## config.mk

```make
export PLATFORM = sky130hd
export DESIGN_NAME = tcw_ctrl
export DESIGN_NICKNAME = d
export VERILOG_FILES = /design/src/tcw_pkg.sv /design/src/tcw_ctrl.sv
export SDC_FILE = /design/constraint.sdc
export NUM_CORES = 1
export LEC_CHECK = 0
export ABC_AREA = 1
export CAP_MARGIN = 20
export CORE_MARGIN = 3
export CORE_UTILIZATION = 25
export CTS_CLUSTER_DIAMETER = 150
export DETAILED_ROUTE_END_ITERATION = 8
export DONT_BUFFER_PORTS = 1
export GPL_TIMING_DRIVEN = 0
export SLEW_MARGIN = 20
export SYNTH_ARGS = -nofsm -noshare
export SYNTH_HDL_FRONTEND = slang
export SYNTH_SLANG_ARGS = --single-unit
```

## constraint.sdc

```tcl
create_clock -name clock -period 2.54 [get_ports clock]
set_input_delay 0.508 -clock clock [delete_from_list [all_inputs] [get_ports clock]]
set_output_delay 0.508 -clock clock [all_outputs]
set_load 0.01 [all_outputs]
```

## src/tcw_pkg.sv

```systemverilog
// ----------------------------------------------------------------------------
// tcw_pkg: shared types and constants of the text console writer
// Request modes, control bytes, register indexes, controller states and
// the command/status groups between controller and datapath.
// ----------------------------------------------------------------------------
`timescale 1ns / 1ps

package tcw_pkg;

   // request modes
   localparam logic [1:0] MODE_WRITE = 2'd0;
   localparam logic [1:0] MODE_READ  = 2'd1;
   localparam logic [1:0] MODE_CLEAR = 2'd2;

   // control register indexes
   localparam logic CSR_CHAR_ATTRIBUTE = 1'b0;
   localparam logic CSR_BLANK_CELL     = 1'b1;

   localparam logic [7:0]  ATTR_RESET  = 8'h07;
   localparam logic [15:0] BLANK_RESET = 16'h0720;

   // control bytes
   localparam logic [7:0] CHR_NUL = 8'h00;
   localparam logic [7:0] CHR_ENQ = 8'h05;
   localparam logic [7:0] CHR_BEL = 8'h07;
   localparam logic [7:0] CHR_BS  = 8'h08;
   localparam logic [7:0] CHR_HT  = 8'h09;
   localparam logic [7:0] CHR_LF  = 8'h0A;
   localparam logic [7:0] CHR_VT  = 8'h0B;
   localparam logic [7:0] CHR_FF  = 8'h0C;
   localparam logic [7:0] CHR_CR  = 8'h0D;
   localparam logic [7:0] CHR_DEL = 8'h7F;

   typedef enum logic [2:0] {
      CLS_IGNORE,
      CLS_BEL,
      CLS_BS,
      CLS_LF,
      CLS_FF,
      CLS_CR,
      CLS_DEL,
      CLS_PRINT
   } class_type;

   typedef enum logic [3:0] {
      ST_IDLE,
      ST_DECODE,
      ST_CLEAR,
      ST_LF,
      ST_COPY_RD,
      ST_COPY_WR,
      ST_REBASE,
      ST_BLANK_SETUP,
      ST_BLANK,
      ST_SCROLL,
      ST_CR,
      ST_PUT,
      ST_FINISH
   } state_type;

   typedef enum logic [4:0] {
      OP_NONE,
      OP_LOAD,
      OP_RD_REQ,
      OP_CLR_INIT,
      OP_CLEAR,
      OP_BS,
      OP_CR,
      OP_ERASE,
      OP_LF_DOWN,
      OP_COPY_INIT,
      OP_COPY_RD,
      OP_COPY_WR,
      OP_REBASE,
      OP_BLANK_INIT,
      OP_BLANK,
      OP_SCROLL,
      OP_PUT,
      OP_FINISH
   } op_type;

   typedef struct packed {
      op_type op;
   } cmd_type;

   typedef struct packed {
      logic [1:0] mode;
      class_type  cls;
      logic       col_zero;
      logic       col_wrap;
      logic       row_last;
      logic       need_rebase;
      logic       clear_last;
      logic       copy_last;
      logic       blank_last;
   } status_type;

   // sort a byte into its handling class
   function automatic class_type char_class(input logic [7:0] ch);
      class_type cls;
      case (ch)
         CHR_NUL, CHR_ENQ, CHR_HT, CHR_VT: cls = CLS_IGNORE;
         CHR_BEL: cls = CLS_BEL;
         CHR_BS:  cls = CLS_BS;
         CHR_LF:  cls = CLS_LF;
         CHR_FF:  cls = CLS_FF;
         CHR_CR:  cls = CLS_CR;
         CHR_DEL: cls = CLS_DEL;
         default: cls = CLS_PRINT;
      endcase
      return cls;
   endfunction

endpackage

```

## src/tcw_ctrl.sv

```systemverilog
// ----------------------------------------------------------------------------
// tcw_ctrl: sequencer of the text console writer
// Walks one transaction through decode, line feed, scroll, screen copy,
// clear sweep and result hand-off, issuing at most one datapath command a cycle.
// ----------------------------------------------------------------------------
`timescale 1ns / 1ps

module tcw_ctrl (
   input  logic                clock,
   input  logic                reset,
   input  logic                req_valid,
   output logic                req_stall,
   output logic                rsp_valid,
   input  logic                rsp_stall,
   input  tcw_pkg::status_type status,
   output tcw_pkg::cmd_type    cmd
);

   tcw_pkg::state_type state_ff, state_in;
   logic               rsp_valid_ff, rsp_valid_in;
   logic               out_busy;

   // state register and result valid
   always_ff @(posedge clock) begin
      if (reset) begin
         state_ff     <= tcw_pkg::ST_IDLE;
         rsp_valid_ff <= 1'b0;
      end else begin
         state_ff     <= state_in;
         rsp_valid_ff <= rsp_valid_in;
      end
   end

   assign out_busy  = rsp_valid_ff & rsp_stall;
   assign req_stall = (state_ff != tcw_pkg::ST_IDLE);
   assign rsp_valid = rsp_valid_ff;

   // next state and command
   always_comb begin
      state_in = state_ff;
      cmd.op   = tcw_pkg::OP_NONE;
      case (state_ff)
         tcw_pkg::ST_IDLE: begin
            if (req_valid) begin
               cmd.op   = tcw_pkg::OP_LOAD;
               state_in = tcw_pkg::ST_DECODE;
            end
         end
         tcw_pkg::ST_DECODE: begin
            case (status.mode)
               tcw_pkg::MODE_READ: begin
                  cmd.op   = tcw_pkg::OP_RD_REQ;
                  state_in = tcw_pkg::ST_FINISH;
               end
               tcw_pkg::MODE_CLEAR: begin
                  cmd.op   = tcw_pkg::OP_CLR_INIT;
                  state_in = tcw_pkg::ST_CLEAR;
               end
               tcw_pkg::MODE_WRITE: begin
                  state_in = tcw_pkg::ST_FINISH;
                  case (status.cls)
                     tcw_pkg::CLS_BS: begin
                        if (!status.col_zero) cmd.op = tcw_pkg::OP_BS;
                     end
                     tcw_pkg::CLS_CR:  cmd.op = tcw_pkg::OP_CR;
                     tcw_pkg::CLS_DEL: cmd.op = tcw_pkg::OP_ERASE;
                     tcw_pkg::CLS_LF, tcw_pkg::CLS_FF: state_in = tcw_pkg::ST_LF;
                     tcw_pkg::CLS_PRINT: begin
                        state_in = status.col_wrap ? tcw_pkg::ST_LF : tcw_pkg::ST_PUT;
                     end
                     default: ;
                  endcase
               end
               default: state_in = tcw_pkg::ST_FINISH;
            endcase
         end
         tcw_pkg::ST_CLEAR: begin
            cmd.op = tcw_pkg::OP_CLEAR;
            if (status.clear_last) state_in = tcw_pkg::ST_FINISH;
         end
         // line feed: step down, or scroll with an optional rebase first
         tcw_pkg::ST_LF: begin
            if (!status.row_last) begin
               cmd.op   = tcw_pkg::OP_LF_DOWN;
               state_in = (status.cls == tcw_pkg::CLS_FF) ? tcw_pkg::ST_FINISH
                                                         : tcw_pkg::ST_CR;
            end else if (status.need_rebase) begin
               cmd.op   = tcw_pkg::OP_COPY_INIT;
               state_in = tcw_pkg::ST_COPY_RD;
            end else begin
               state_in = tcw_pkg::ST_BLANK_SETUP;
            end
         end
         tcw_pkg::ST_COPY_RD: begin
            cmd.op   = tcw_pkg::OP_COPY_RD;
            state_in = tcw_pkg::ST_COPY_WR;
         end
         tcw_pkg::ST_COPY_WR: begin
            cmd.op   = tcw_pkg::OP_COPY_WR;
            state_in = status.copy_last ? tcw_pkg::ST_REBASE : tcw_pkg::ST_COPY_RD;
         end
         tcw_pkg::ST_REBASE: begin
            cmd.op   = tcw_pkg::OP_REBASE;
            state_in = tcw_pkg::ST_BLANK_SETUP;
         end
         tcw_pkg::ST_BLANK_SETUP: begin
            cmd.op   = tcw_pkg::OP_BLANK_INIT;
            state_in = tcw_pkg::ST_BLANK;
         end
         tcw_pkg::ST_BLANK: begin
            cmd.op = tcw_pkg::OP_BLANK;
            if (status.blank_last) state_in = tcw_pkg::ST_SCROLL;
         end
         tcw_pkg::ST_SCROLL: begin
            cmd.op   = tcw_pkg::OP_SCROLL;
            state_in = (status.cls == tcw_pkg::CLS_FF) ? tcw_pkg::ST_FINISH
                                                      : tcw_pkg::ST_CR;
         end
         tcw_pkg::ST_CR: begin
            cmd.op   = tcw_pkg::OP_CR;
            state_in = (status.cls == tcw_pkg::CLS_PRINT) ? tcw_pkg::ST_PUT
                                                         : tcw_pkg::ST_FINISH;
         end
         tcw_pkg::ST_PUT: begin
            cmd.op   = tcw_pkg::OP_PUT;
            state_in = tcw_pkg::ST_FINISH;
         end
         // hand the result over once the output register is free
         tcw_pkg::ST_FINISH: begin
            if (!out_busy) begin
               cmd.op   = tcw_pkg::OP_FINISH;
               state_in = tcw_pkg::ST_IDLE;
            end
         end
         default: state_in = tcw_pkg::ST_IDLE;
      endcase
   end

   assign rsp_valid_in = (cmd.op == tcw_pkg::OP_FINISH) | out_busy;

endmodule

```

==> results.yml, run 1 <==
status:
  status: "finished, final reports clean"
layout:
  layout.cells.non_filler: 159
  syn2layout_area_growth_pct: 9.427
  fin_nets: 146
  ff_latch_area_sq_um: 100.1
  drive_above_1_share_pct: 13.18
  multiInputGateArea_sq_um: 483.0
  layout_commonest_cell: "nand2_1"
  antenna_cells: 0
  final_cell_mix: "nand2_1 (34), inv_1 (19), nor2_1 (17), o21ai_0 (11), nand3_1 (10)"
  fillers: 288
floorplanning:
  die_w_um: 58.04
  die_area_sq_mm: 0.003368
  coreArea_sq_mm: 0.002522
  ioPinCount: 23
  die_height_um: 58.04
  initial_utilization_pct: 26.84
  rows: 18
setup_path:
  ff2ff_path_depth: 9
  cp-end-kind: "output port"
  timing.rr.end: "state_ff[1]$_SDFFE_PP0P_"
  crit_start: "state_ff[1]$_SDFFE_PP0P_"
  crit_arrival_ps: 1570
  crit_fanout: 6
  rrSetupSlack_ps: 1130
  startpoint_type: "register"
  endpoint: "cmd[1]"
  crit_type: "reg2out"
  worstReg2RegStart: "state_ff[1]$_SDFFE_PP0P_"
  critPathRequiredTime_ps: 2030
timing:
  tightest_slew_ps: 337.2
  fin_crit_sh_pct: 81.98
  relSlewSlack_pct: 77.28
  skew_ps: 3.446
  clock.fmax_ghz: 0.4803
  min_period_ps: 2082
  rsz0062_at_grt: "false"
  finalHoldViolations: 0
  maxSlewViolCount: 0
  setup_viol: 0
  setup-tns-final_ps: 0
cts:
  cts_resized: 0
  cts.sinks: 5
  clk_latency_ps: 240
  cts_post_setup_buffers_inserted: 0
  cts_buffer_depth: 2
  cts_tree: "built"
  tritoncts.num_buffers: 3
  clk_pin_slew_ps: 40
  cts_hold_buf: 0
  cts_root_buf: "clkbuf_4"
  cts.htree.levels: 1
power:
  fin_total_pwr_uw: 748.1
  swShare_pct: 55.18
  p_int_uw: 335.3
  seqPwrFrac_pct: 18.6
  pwr-share-comb_pct: 69.5
  p_sw_uw: 412.8
  clockPowerShare_pct: 12.0
  power_density_mw_per_mm2: 1010
  vdd_ir_drop_max_v: 0.0004341
  leakage_nw: 0.3655
synthesis:
  synth_cell_types: 23
  netlist_instances: 125
  avgSynthCellArea_sq_um: 5.415
  synthMuxAreaShare_pct: 0
  syn-num-nets: 141
  synth_top_family_by_area: "simple AND/OR/NAND/NOR gates"
  synth_xor_area_share_pct: 0
  synth-simple-area-share_pct: 53.05
  yosysWarnings: 0
  ys_ff_latch: 5
  syn_area_sq_um: 676.9
  synthAdderAreaFrac_pct: 0
  ys_seq_area_share_pct: 14.79
  synth_compound_area_share_pct: 18.30
detailed_routing:
  first_pass_iters: 4
  via_per_inst: 4.887
  wl_per_cell_um: 11.39
  drtAntennaViolNets: 0
  first_iter_violations: 22
  vias: 777
  drcViolationCount: 0
  drt_wl_total_um: 1811
grt:
  grt_usage_pct: 11.71
  grt_pass1_wl_um: 3098
  grt_overflow: 0
  grt_max_degree: 9
  grt_pass1_vias: 781
  antenna_found_initial: 0
placed_design:
  place_inst: 155
  portBuffers: 0
  place_hpwl_um: 1616
  gp_congestion: 0.8272
flow_run:
  drv_cap: 0
hold_path:
  timing.hold.worst.class: "in2reg"
critical path, stage by stage, from the launching register on:
cell and delay [ps]:
dfxtp_1 440, inv_1 90, nand2_1 140, inv_1 80, nand2_1 150, nor2_1 70
o21ai_0 170, o211ai_1 180
worst min-delay path by stage:
stage	startpoint	endpoint	slack [ps]	depth (start not counted)
after floorplan	rsp_valid$_SDFF_PP0_	rsp_valid$_SDFF_PP0_	520	2
after global routing	reset	state_ff[3]$_SDFFE_PP0P_	310	1
final	reset	state_ff[3]$_SDFFE_PP0P_	330	1
after CTS	reset	state_ff[3]$_SDFFE_PP0P_	320	1
after global placement	rsp_valid$_SDFF_PP0_	rsp_valid$_SDFF_PP0_	540	2
after detailed placement	rsp_valid$_SDFF_PP0_	rsp_valid$_SDFF_PP0_	550	2
power groups by stage:
stage	Clock (mW)	Combinational (mW)	Sequential [mW]
floorplan	0	0.424	0.135
global placement	0	0.519	0.140
detailed placement	0	0.525	0.141
CTS	0.0924	0.528	0.139
global route	0.100	0.588	0.144
finish	0.0896	0.520	0.139
flip-flops by register name (all words and copies together), names as in the netlist:
signal     cells
rsp_valid      1
state_ff       4
logic make-up after synthesis:
| kind of cell | after synthesis |
|---|---|
| AND/OR/NAND/NOR | 76 |
| buffers and inverters | 23 |
| AO/OA/AOI/OAI | 21 |
| flip-flops | 5 |
cells in the mapped netlist, drive strengths merged:
cell / instances / area, sq um
a31oi: 1 / 6.260
o21ai: 11 / 55.05
or2: 1 / 8.760
nand2: 37 / 146.4
nand3: 11 / 60.06
o211ai: 1 / 7.510
nor2: 20 / 92.59
nand4: 4 / 25.02
nor3: 3 / 26.28
inv: 22 / 82.58
a22oi: 1 / 7.510
o22ai: 1 / 6.260
dfxtp: 5 / 100.1
a21oi: 4 / 23.77
buf: 1 / 11.26
o2111ai: 2 / 17.52
per-layer routing:
layer | wire length, um | GRT usage (%)
met5 | 0 | 0
met4 | 0 | 1.987
met3 | 111 | 4.232
met2 | 966 | 21.13
met1 | 733 | 13.31
per-stage QoR:
stage	instance area, sq um	hold WS [ps]	util, %	worst slack (ps)
2_1_floorplan	676.9	524.3	-	944.7
3_3_place_gp	714.4	544.9	28.32	701.6
3_5_place_dp	714.4	552.6	28.32	711.2
4_1_cts	740.7	322.4	29.37	436.1
5_1_grt	740.7	313.3	29.37	260.5
6_report	740.7	328.1	29.37	457.8
cell type report:
| class | instances | share of cell area [%] |
|---|---|---|
| Multi-Input combinational cell | 97 | 65.20 |
| Buffer | 1 | 1.520 |
| Tap cell | 30 | 5.068 |
| Sequential cell | 5 | 13.51 |
| Clock buffer | 4 | 3.547 |
| Inverter | 22 | 11.15 |
No activity file was read; power rests on OpenSTA's default activity.
==> run 2: changes to the inputs <==
--- a/config.mk
+++ b/config.mk
@@ -5,7 +5,7 @@
 export SDC_FILE = /design/constraint.sdc
 export NUM_CORES = 1
 export LEC_CHECK = 0
-export ABC_AREA = 1
+export ABC_AREA = 0
 export CAP_MARGIN = 20
 export CORE_MARGIN = 3
 export CORE_UTILIZATION = 25
==> constraint.sdc (replaced) <==
create_clock -name clock -period 1.9 [get_ports clock]
set_input_delay 0.38 -clock clock [delete_from_list [all_inputs] [get_ports clock]]
set_output_delay 0.38 -clock clock [all_outputs]
set_load 0.01 [all_outputs]
==> run 2 against run 1 <==
Net effect: die area up 12%; cell area increased by 28%; synthesized area up 14%; setup slack got worse by 450 ps; flip-flop and latch count unchanged; non-clock buffer count is 12 higher; clock power rose by 35%; highest routed layer is now met4.
==> results.yml, run 2 <==
timing:
  tightest_slew_ps: 463.1
  setup_viol: 0
  finalHoldViolations: 0
  relSlewSlack_pct: 69.05
  clock.fmax_ghz: 0.5282
  min_period_ps: 1893
  fin_crit_sh_pct: 99.64
  rsz0062_at_grt: "true"
  skew_ps: 2.538
  maxSlewViolCount: 0
grt:
  grt_pass1_wl_um: 3657
  grt_pass1_vias: 757
  antenna_found_initial: 0
  grt_usage_pct: 13.17
  grt_overflow: 0
  grt_max_degree: 11
power:
  p_int_uw: 636.8
  pwr-share-comb_pct: 76.7
  clockPowerShare_pct: 9.6
  vdd_ir_drop_max_v: 0.0004487
  leakage_nw: 0.3291
  power_density_mw_per_mm2: 1340
  swShare_pct: 49.74
  p_sw_uw: 630.2
  fin_total_pwr_mw: 1.267
  seqPwrFrac_pct: 13.7
layout:
  syn2layout_area_growth_pct: 22.73
  ff_latch_area_sq_um: 105.1
  largest_reg_flops: 4
  fillers: 292
  fin_nets: 138
  layout.cells.non_filler: 152
  multiInputGateArea_sq_um: 655.6
  drive_above_1_share_pct: 25.62
  layout_commonest_cell: "nand2_1"
  final_cell_mix: "nand2_1 (11), nand2b_1 (10), a21oi_1 (9), nor2_1 (6), o21ai_0 (6)"
  antenna_cells: 0
  largest-register: "state_ff"
setup_path:
  crit_fanout: 3
  crit_start: "state_ff[2]$_SDFFE_PP0P_"
  crit_arrival_ps: 1510
  worstReg2RegStart: "state_ff[2]$_SDFFE_PP0P_"
  rrSetupSlack_ps: 340
  ff2ff_path_depth: 6
  endpoint: "cmd[2]"
  cp-end-kind: "output port"
  crit_type: "reg2out"
  startpoint_type: "register"
  timing.rr.end: "state_ff[2]$_SDFFE_PP0P_"
  critPathRequiredTime_ps: 1520
cts:
  tritoncts.num_buffers: 3
  cts_tree: "built"
  cts.htree.levels: 1
  cts_buffer_depth: 2
  clk_latency_ps: 240
  cts.sinks: 5
  cts_root_buf: "clkbuf_4"
  cts_hold_buf: 0
  clk_pin_slew_ps: 40
detailed_routing:
  vias: 895
  drcViolationCount: 0
  wl_per_cell_um: 15.90
  via_per_inst: 5.888
  first_iter_violations: 47
  first_pass_iters: 4
  drt_wl_total_um: 2417
  drtAntennaViolNets: 0
floorplanning:
  rows: 19
  die_w_um: 61.53
  ioPinCount: 23
  initial_utilization_pct: 27.02
  coreArea_sq_mm: 0.002853
  die_area_sq_mm: 0.003785
  die_height_um: 61.53
synthesis:
  synth_cell_types: 39
  netlist_instances: 113
  ys_top_cells_by_area: "dfxtp_1 (13%), nand2b_1 (8.1%), a21oi_1 (6.5%)"
  synth_top_area_cell: "dfxtp_1"
  ys_ff_latch: 5
  ys_seq_area_share_pct: 12.99
  synth_top_area_share_pct: 12.99
  syn-num-nets: 129
  async_flop_share_pct: 0
  synthTopCellsByCount: "nand2_1 (12), a21oi_1 (10), nand2b_1 (10), nor2_1 (8)"
  synth_edf_count: 0
  yosysWarnings: 0
  synth.most_common_cell: "nand2_1"
  avgSynthCellArea_sq_um: 6.821
  syn_area_sq_um: 770.7
  synth_top_flop_cell: "dfxtp_1"
hold_path:
  min_from: "reset"
  timing.hold.worst.class: "in2reg"
placed_design:
  gp_congestion: 0.8843
  place_hpwl_um: 1761
  place_inst: 144
  portBuffers: 0
status:
  status: "finished, final reports clean"
flow_run:
  drv_cap: 0
## run 2: cell types whose count changed after synthesis, sizes merged, moves of 4 or more
cell,delta
o21ai,-4
a21oi,+6
nand2,-25
nor2,-12
nor2b,+6
inv,-18
nand2b,+10
nand3,-9
nand4,-4
buf,+7
## run 2: power by group through the flow
stage          registers, mW  logic [mW]  clock network, mW
4_1_cts                0.169       0.840              0.127
3_5_place_dp           0.168       0.767                  0
5_1_grt                0.176        1.05              0.140
2_1_floorplan          0.159       0.629                  0
6_report               0.174       0.972              0.121
3_3_place_gp           0.169       0.769                  0
## run 2: per-layer routing
layer	GRT usage, %	share of wire (%)	routed length [um]	up-vias
li1	-	-	-	438
met1	18.59	46	1110	419
met2	18.83	44	1063	36
met3	5.241	9.6	231	2
met4	2.727	0.50	12	0
met5	0	0	0	-
## run 2: critical path: stages, from the launching register on
cell     delay, ps
dfxtp_2        310
buf_4          130
nor2b_2        130
or4b_1         470
a21oi_2        230
## run 2: through the flow
step	setup TNS [ps]	util [%]	setup WS [ps]	cell area (sq um)	hold slack, ps
floorplan	0	-	42.85	770.7	446.2
global placement	-42.81	28.38	-42.81	809.5	450.0
finish	0	33.16	6.826	945.9	197.3
global route	-47.68	33.16	-23.58	945.9	176.8
CTS	-11.85	30.53	-9.119	870.8	195.6
detailed placement	-54.23	28.38	-54.23	809.5	451.8
## run 2: cell type report
class	instances	area share, %
clock buffers	4	2.778
plain buffers	8	7.143
inverters	4	1.587
repair buffers	5	3.968
flip-flops and latches	5	11.11
well taps	31	4.101
multi-input cells	95	69.31
## run 2: what timing repair did
item                                    4_1_cts  5_1_grt
gates resized for setup                       9       10
cloned                                        0        0
endpoints found under the setup margin        3        4
setup buffers                                 0        5
endpoints found under the hold margin         0        0
pin swaps                                     1        7
## run 2: worst min-delay path by stage
stage                                           to  depth (start not counted)
after global routing      state_ff[1]$_SDFFE_PP0P_                          1
after floorplan           state_ff[2]$_SDFFE_PP0P_                          1
after detailed placement  state_ff[2]$_SDFFE_PP0P_                          1
after CTS                 state_ff[2]$_SDFFE_PP0P_                          1
final                     state_ff[2]$_SDFFE_PP0P_                          1
after global placement    state_ff[2]$_SDFFE_PP0P_                          1
## run 2: kinds of logic (layout without fill, tap and decap cells)
logic type | Yosys count | in the layout | synth area share (%)
flops | 5 | 5 | 12.99
buf+inv | 13 | 21 | 10.88
mux | 1 | 1 | 1.299
compound gates | 38 | 38 | 33.60
xor+xnor | 1 | 1 | 1.137
simple gates | 55 | 55 | 40.10
